`config.mk`:
```
export PLATFORM = sky130hd
export DESIGN_NAME = slt_cell
export DESIGN_NICKNAME = d
export VERILOG_FILES = /design/src/hdl/slt_pkg.sv /design/src/hdl/slt_cell.sv
export SDC_FILE = /design/constraint.sdc
export NUM_CORES = 1
export LEC_CHECK = 0
export BUFFER_PORTS_ARGS = -buffer_cell sky130_fd_sc_hd__buf_2
export CAP_MARGIN = 15
export CORE_MARGIN = 1
export CORE_UTILIZATION = 56
export DETAILED_ROUTE_END_ITERATION = 10
export PLACE_DENSITY = 0.88
export RECOVER_POWER = 25
export SYNTH_ARGS = -nofsm -noshare
export SYNTH_HDL_FRONTEND = slang
export SYNTH_SLANG_ARGS = --single-unit
```
`constraint.sdc`:
```
create_clock -name clk -period 3.1 [get_ports clk]
set_clock_uncertainty 0.2 [all_clocks]
set_input_delay 0.31 -clock clk [delete_from_list [all_inputs] [get_ports clk]]
set_output_delay 0.31 -clock clk [all_outputs]
set_load 0.005 [all_outputs]
```
`src/hdl/slt_pkg.sv`:
```
// ----------------------------------------------------------------------------
// slt_pkg: shared definitions for the slot tracker
// Request codes, the token that travels down the cell chain, and default sizes.
// ----------------------------------------------------------------------------
package slt_pkg;

	localparam int SLOT_COUNT_DEF = 64;
	localparam int TAG_WIDTH_DEF  = 64;

	// Widths of the request and result fields.
	localparam int TAG_IN_W = 64;
	localparam int SLOT_W   = 7;

	// Slot number that means "none" or "full".
	localparam logic [SLOT_W-1:0] NO_SLOT = 7'd64;

	typedef enum logic [1:0] {
		OP_TRACK      = 2'd0,
		OP_REMOVE     = 2'd1,
		OP_ITER_CLEAR = 2'd2,
		OP_FIND       = 2'd3
	} slt_op_t;

	// Control part of a request as it passes from cell to cell.
	typedef struct packed {
		logic              valid;
		slt_op_t           op;
		logic [SLOT_W-1:0] idx;
		logic              done;
		logic [SLOT_W-1:0] slot;
		logic              ok;
	} slt_token_t;

endpackage

```
`src/hdl/slt_cell.sv`:
```
// ----------------------------------------------------------------------------
// slt_cell: one slot of the tracker
// Holds the free bit and stored tag of one slot, acts on the request passing
// through it and hands the updated request to the next lower slot.
// ----------------------------------------------------------------------------
module slt_cell #(
	parameter int TAG_WIDTH  = slt_pkg::TAG_WIDTH_DEF,
	parameter int CELL_INDEX = 0
) (
	input  logic                   clk,
	input  logic                   arst_n,
	input  logic                   advance,
	input  slt_pkg::slt_token_t    tok_in,
	input  logic [TAG_WIDTH-1:0]   tag_in,
	output slt_pkg::slt_token_t    tok_out,
	output logic [TAG_WIDTH-1:0]   tag_out
);

	localparam logic [slt_pkg::SLOT_W-1:0] MY_SLOT = slt_pkg::SLOT_W'(CELL_INDEX);

	slt_pkg::slt_token_t  token_q;
	logic [TAG_WIDTH-1:0] tag_q;
	logic                 free_q;
	logic [TAG_WIDTH-1:0] stored_q;

	logic tag_hit;
	logic claim;
	logic release_slot;
	logic select;

	always_ff @(posedge clk or negedge arst_n) begin
		if (!arst_n) begin
			token_q <= '0;
		end else if (advance) begin
			token_q <= tok_in;
		end
	end

	always_ff @(posedge clk) begin
		if (advance) begin
			tag_q <= tag_in;
		end
	end

	always_comb begin
		tag_hit      = (stored_q == tag_q);
		claim        = 1'b0;
		release_slot = 1'b0;
		select       = 1'b0;
		case (token_q.op)
			slt_pkg::OP_TRACK: begin
				claim  = !token_q.done && free_q;
				select = claim;
			end
			slt_pkg::OP_REMOVE: begin
				// A free slot still compares its stale tag.
				release_slot = (token_q.idx == MY_SLOT) && tag_hit;
			end
			slt_pkg::OP_ITER_CLEAR: begin
				release_slot = !token_q.done && !free_q;
				select       = release_slot;
			end
			default: begin
				select = !token_q.done && !free_q && tag_hit;
			end
		endcase
	end

	always_comb begin
		tok_out = token_q;
		if (select) begin
			tok_out.done = 1'b1;
			tok_out.slot = MY_SLOT;
		end
		if (token_q.op == slt_pkg::OP_REMOVE && release_slot) begin
			tok_out.ok = 1'b1;
		end
	end

	assign tag_out = tag_q;

	always_ff @(posedge clk or negedge arst_n) begin
		if (!arst_n) begin
			free_q   <= 1'b1;
			stored_q <= '0;
		end else if (advance && token_q.valid) begin
			if (claim) begin
				free_q   <= 1'b0;
				stored_q <= tag_q;
			end else if (release_slot) begin
				free_q <= 1'b1;
			end
		end
	end

endmodule

```
==> results of run 1 <==
==> path summary, 6_finish.rpt <==
check,endpoint
worst max-delay path,tok_out[8]
worst min-delay path,tag_out[63]$_DFFE_PP_
worst max register to register,stored_q[10]$_DFFE_PN0P_
worst min register to register,stored_q[33]$_DFFE_PN0P_
max in group asynchronous,stored_q[18]$_DFFE_PN0P_
min in group asynchronous,token_q[7]$_DFFE_PN0P_
==> cell families after synthesis <==
kind of cell	count (synthesis)
AO/OA/AOI/OAI	15
XOR/XNOR	64
adder cells (fa/ha/maj)	4
buffers and inverters	25
flip-flops	148
multiplexers	82
AND/OR/NAND/NOR	43
==> cells in the final DEF (no fill, tap or decap), types with 5 or more instances in the layout <==
cell type,count
a21oi_1,7
buf_2,161
bufinv_16,5
clkbuf_1,8
clkbuf_16,16
dfrtp_1,83
dlygate4sd3_1,84
edfxtp_1,64
mux2_1,32
mux2_2,49
nand2_1,9
nand4_1,18
xnor2_1,64
==> state kept, by name, indices dropped and copies added (netlist names) <==
| signal | cells |
|---|---|
| free_q | 1 |
| tok_out | 10 |
| token_q | 9 |
| tag_out | 64 |
| stored_q | 64 |
==> power groups by stage <==
| stage | sequential (mW) | clock [mW] | combinational (mW) |
|---|---|---|---|
| floorplan | 2.90 | 0 | 0.855 |
| global placement | 2.93 | 0 | 1.10 |
| detailed placement | 2.97 | 0 | 1.15 |
| CTS | 2.94 | 2.20 | 1.26 |
| global route | 3.03 | 2.29 | 1.41 |
| finish | 2.97 | 2.18 | 1.29 |
==> repair_timing <==
action / 4_1_cts / 5_1_grt
endpoints found under the setup margin: 7 / 8
hold endpoints to repair: 166 / 0
pin swaps: 0 / 0
hold buffers: 84 / 0
gates resized for setup: 2 / 3
==> per-stage QoR <==
stage	instances	setup TNS, ps	cell area (um2)
after detailed placement	667	0	6970
after CTS	783	0	8450
after global placement	667	0	6970
after global routing	784	-56.2	8480
final	784	0	8480
after floorplan	381	0	6070
==> metal layers <==
metal | wire length (um) | vias up | track usage [%]
li1 | - | 1874 | -
met2 | 7930 | 179 | 51.5
met3 | 930 | 50 | 8.09
met1 | 5350 | 2067 | 30.6
met4 | 591 | 0 | 14.9
met5 | 0 | - | 0
==> critical path: stages (launching register included) <==
cell and delay [ps]:
edfxtp_1 470, xnor2_1 220, nand4_1 220, nor4_4 440, and4_4 340, a311o_1 180, buf_2 110
==> area by class of cell <==
class	count	area (um2)
Timing Repair Buffer	256	1730
Clock inverter	13	206
Sequential cell	148	4030
Fill cell	511	1940
Clock buffer	19	422
Multi-Input combinational cell	208	1910
Tap cell	136	170
Inverter	4	15.0
==> metrics.txt, run 1 <==
maximum vdd ir drop=~0.74 mV; vias per cell=5.32; Critical Path AT=between 2000 and 3000 ps; CTS Buf Count=17; flops & latches, synth=about 150; WS Path Type=reg -> out; fraction of the mapped netlist area in adder cells=less than 1%; simple-gate share of the synthesized area=4.37%; Die W=between 100 and 150 um; Yosys top cell area share=roughly a third; reg2reg setup slack=about 890 ps; Hold Path Depth=1; largest net degree at the start of global routing=85; f_max=~0.33 GHz; Layout Nets=725; Avg WL per Cell=~19 um; clock net sink count=148; Crit Path Max Fanout=8; worst skew pair latency=~530 ps; Post-synth ARST share=~57%; starting density of the core=58.2%; Avg Cell Area, Syn=around 16 um2; Hold Vio Cnt, Final=0; Clk pwr share=between 30% and 40%; Core Box Area=~0.010 mm2; sw frac=a little over a quarter; port bufs=between 150 and 200; Slew Viols, Final=38; Setup-failing EPs final=0; Post-CTS Setup Bufs=0; Mapped Area=between 0.006 and 0.007 mm2; Tcrit/Tclk final=a little over nine tenths; Antenna Nets Post-Route=0; 1st-pass router iterations=4; num ports=169; Die H=approximately 110 um; residual DRC count=0; # diodes=0; Slew Limit Headroom=-42.6%; largest family of logic cells by synthesized area=multiplexers; Hold Path Class=in -> reg; sequential area share after synthesis=roughly two thirds; final core utilization=81.4%; Post-synth EDFFs=64; fin worst setup slack=between 70 and 80 ps; CP Capture Type=output port; total power=between 6 and 7 mW; fin crit period=a little over 3000 ps; failing checks=max-capacitance violations, max-slew violations; Vias=4170; Critical Path RT=roughly 2600 ps; Synth Area in Compound Gates=1.34%; status=finished with violations; warning count from the yosys run=0; worst setup path start=tag_out[37]$_DFFE_PP_; final hold slack=approximately 93 ps; Synth Instances=381; number of global-route vias before repair=between 4k and 5k; count leader, synth=dfrtp_1; layout cells sized above 1=just under 40%; Int Pwr=4.75 mW; clk buf depth=2; Worst-path clk slew=about 70 ps; synth top area cells=dfrtp_1 (34%), edfxtp_1 (32%), xnor2_1 (9.2%), mux2_2 (9.1%), mux2_1 (5.9%); first-pass GRT wire length=23600 um; num rows=37; Area growth, synth to finish=39.8%; Max-Cap Viols=1; Hold Path Origin=advance; startpoint type of the worst setup path=flip-flop; grt total ovfl=0; register share of total power=46.1%; worst slack at placement=511 ps; largest area contributor in the netlist=dfrtp_1; Post-synth top cells=dfrtp_1 (83), edfxtp_1 (64), xnor2_1 (64); Slew @ Worst Pin=2140 ps; reg2reg start=tok_out[16]$_DFFE_PN0P_; Reg2Reg Depth=6; CTS tree=built; Gate power share=roughly 20%; Tot GR Track Use=between 20% and 30%; top_reg_cell synth=dfrtp_1; DRT iter0 DRCs=154; HPWL Detailed=between 8000 and 9000 um; Leak=between 3 and 4 nW; Unique masters post-synth=32; root buf cell=clkbuf_8; H-Tree Depth=4; XOR/XNOR share of the synthesized area=a little under a tenth; GP Congestion=0.748; syn_nets=around 470; Net Sw Power=between 1.5 and 2 mW; antenna violations before repair=0; total routed wirelength=14800 um; mux share of post-synthesis cell area=15.2%; Die ar.=roughly 0.011 mm2; PD cells=between 700 and 800 mW/mm2
(Power assumes the default switching activity.)
==> run 2: changes to the inputs <==
Settings changed: CORE_UTILIZATION 56 to 52, CTS_CLUSTER_SIZE set to 10, HOLD_SLACK_MARGIN set to 0.05, PLACE_DENSITY 0.88 to 0.83.
Clock period 3.1 ns to 2.9 ns, I/O delays scaled along.
==> run 2 against run 1 <==
Against the previous run: the run still ends with max-capacitance violations, max-slew violations left; register-to-register slack worse by 110 ps; clock power is 9.6% higher; sequential power is 6% higher; largest cell class unchanged; critical path type unchanged; worst hold slack better by 180 ps; sequential share of layout area is 0.45 points lower.
==> metrics.txt, run 2 (synthesis gave the netlist of run 1 again) <==
Placed Area=approximately 0.007 mm2; residual DRC count=0; status=finished with violations; Top delay family on crit path=simple AND/OR/NAND/NOR gates; layout cells sized above 1=between 30% and 40%; worst skew pair latency=410 ps; Slew Limit Headroom=-14.6%; Max-Cap Viols=1; reg2reg end=stored_q[11]$_DFFE_PN0P_; most common cell after layout, fill and taps aside=buf_2; GP Congestion=0.793; number of global-route vias before repair=about 4.2k; maximum vdd ir drop=0.820 mV; CP Capture Type=output port; Layout Cells excl Fill=~800; Crit Path Max Fanout=8; HPWL Detailed=about 8000 um; antenna violations before repair=1; fin crit period=2750 ps; vias per cell=5.06; total power=between 6 and 7 mW; Setup-failing EPs final=0; CP max stage cell=edfxtp_1; total routed wirelength=~13000 um; WS Path Type=reg -> out; hold worst-path end=free_q$_DFFE_PN1P_; grt total ovfl=0; clock net sink count=~150; Antenna Nets Post-Route=0; Post-Place Cells=roughly 680; startpoint type of the worst setup path=flip-flop; cell area after layout=~0.0086 mm2; 1st-pass router iterations=4; Die W=around 110 um; Hold Path Class=in -> reg; clk buf depth=2; num rows=39; RSZ-0062 raised after global routing=false; final hold slack=~270 ps; commonest cells after routing, fill and taps aside=buf_2 (160), dlygate4sd3_1 (84), dfrtp_1 (83); M1 WL=approximately 5300 um; Critical Path, Cell by Cell=xnor2_1 > nand4_1 > nor4_4 > and4_4 > a311o_1 > buf_2; H-Tree Depth=4; Tcrit/Tclk final=a little over nine tenths; Hold Vio Cnt, Final=0; Die H=~110 um; Hold Path Origin=advance; Slew @ Worst Pin=1720 ps; root buf cell=clkbuf_16; Leak=3.66 nW; Met2 Wirelength=between 7000 and 8000 um; Core Box Area=between 0.01 and 0.015 mm2; DRT iter0 DRCs=between 100 and 150; CTS Buf Count=17; slowest cell delay on critical path=420 ps; f_max=around 0.36 GHz; final core utilization=about three quarters; num ports=around 170; Critical Path RT=2410 ps; CTS tree=built; Layout Nets=730; Hold Path Depth=4; Critical Path AT=approximately 2300 ps; worst slack at placement=between 200 and 300 ps; Die ar.=0.0121 mm2; port bufs=around 170; fin worst setup slack=~150 ps; setup TNS=0 ps; reg2reg setup slack=between 700 and 800 ps; Area growth, synth to finish=41.1%; metal3 WL=between 800 and 900 um; reg2reg start=tok_out[17]$_DFFE_PN0P_; Slew Viols, Final=34; Vias=between 4k and 5k; failing checks=max-capacitance violations, max-slew violations; Tot GR Track Use=23.0%; Buffers & Inverters on Critical Path=1; max layer used=met4; Avg WL per Cell=16.7 um; starting density of the core=53.4%; Reg2Reg Depth=6; largest net degree at the start of global routing=66; first-pass GRT wire length=approximately 20000 um; PD cells=between 800 and 900 mW/mm2; Worst-path clk slew=60 ps
[run 2: cell types whose count changed in the layout (fill, tap and decap cells not counted), moves of 2 or more]
| cell | before | now |
|---|---|---|
| buf_12 | 0 | 2 |
| buf_4 | 4 | 6 |
| clkbuf_1 | 8 | 10 |
| clkbuf_2 | 0 | 2 |
| clkbuf_8 | 1 | 3 |
| clkinv_1 | 2 | 0 |
| clkinv_2 | 0 | 2 |
| clkinv_4 | 2 | 0 |
[run 2: worst max-delay path by stage]
stage                                      from    endpoint  slack (ps)  cells past startpoint
after global routing       tag_out[7]$_DFFE_PP_  tok_out[8]           2                      7
after floorplan           tag_out[37]$_DFFE_PP_  tok_out[8]         910                      6
after detailed placement  tag_out[51]$_DFFE_PP_  tok_out[8]         260                      7
final                     tag_out[60]$_DFFE_PP_  tok_out[8]         150                      6
after global placement    tag_out[23]$_DFFE_PP_  tok_out[8]         320                      7
after CTS                 tag_out[51]$_DFFE_PP_  tok_out[8]           7                      7
[run 2: worst register-to-register path, delay by kind of cell (launching register included)]
kind / cells / cell delay (ps)
muxes: 1 / 430
buffers and inverters: 2 / 440
adders and majority gates: 1 / 180
and+or+nand+nor: 2 / 340
DFF: 1 / 420
[run 2: what timing repair did]
item                                   CTS  global route
pin swaps                                0             8
setup endpoints to repair                8             8
hold buffers                            84             0
buffers inserted                         0             4
resized for setup                        4             2
endpoints found under the hold margin  123             0
[run 2: layer usage]
metal	track usage, %	up-vias
li1	-	1883
met1	25.5	1992
met2	41.7	141
met3	7.64	13
met4	6.57	0
met5	0	-
[run 2: power breakdown]
part	total, mW	switching, mW	internal [mW]	leakage (nW)
clock network	2.39	0.801	1.59	0.313
registers	3.15	0.391	2.76	1.65
logic	1.36	0.511	0.847	1.69
total	6.90	1.70	5.20	3.66
[run 2: layout make-up]
cell class                 instances  area (um2)
clock buffer                      23         478
inverter                           4        15.0
multi-input combinational        208        1920
antenna                            1        2.50
sequential                       148        4030
timing repair buffer             261        1760
clock inverter                     9         175
tap                              143         179
fill                             672        2810
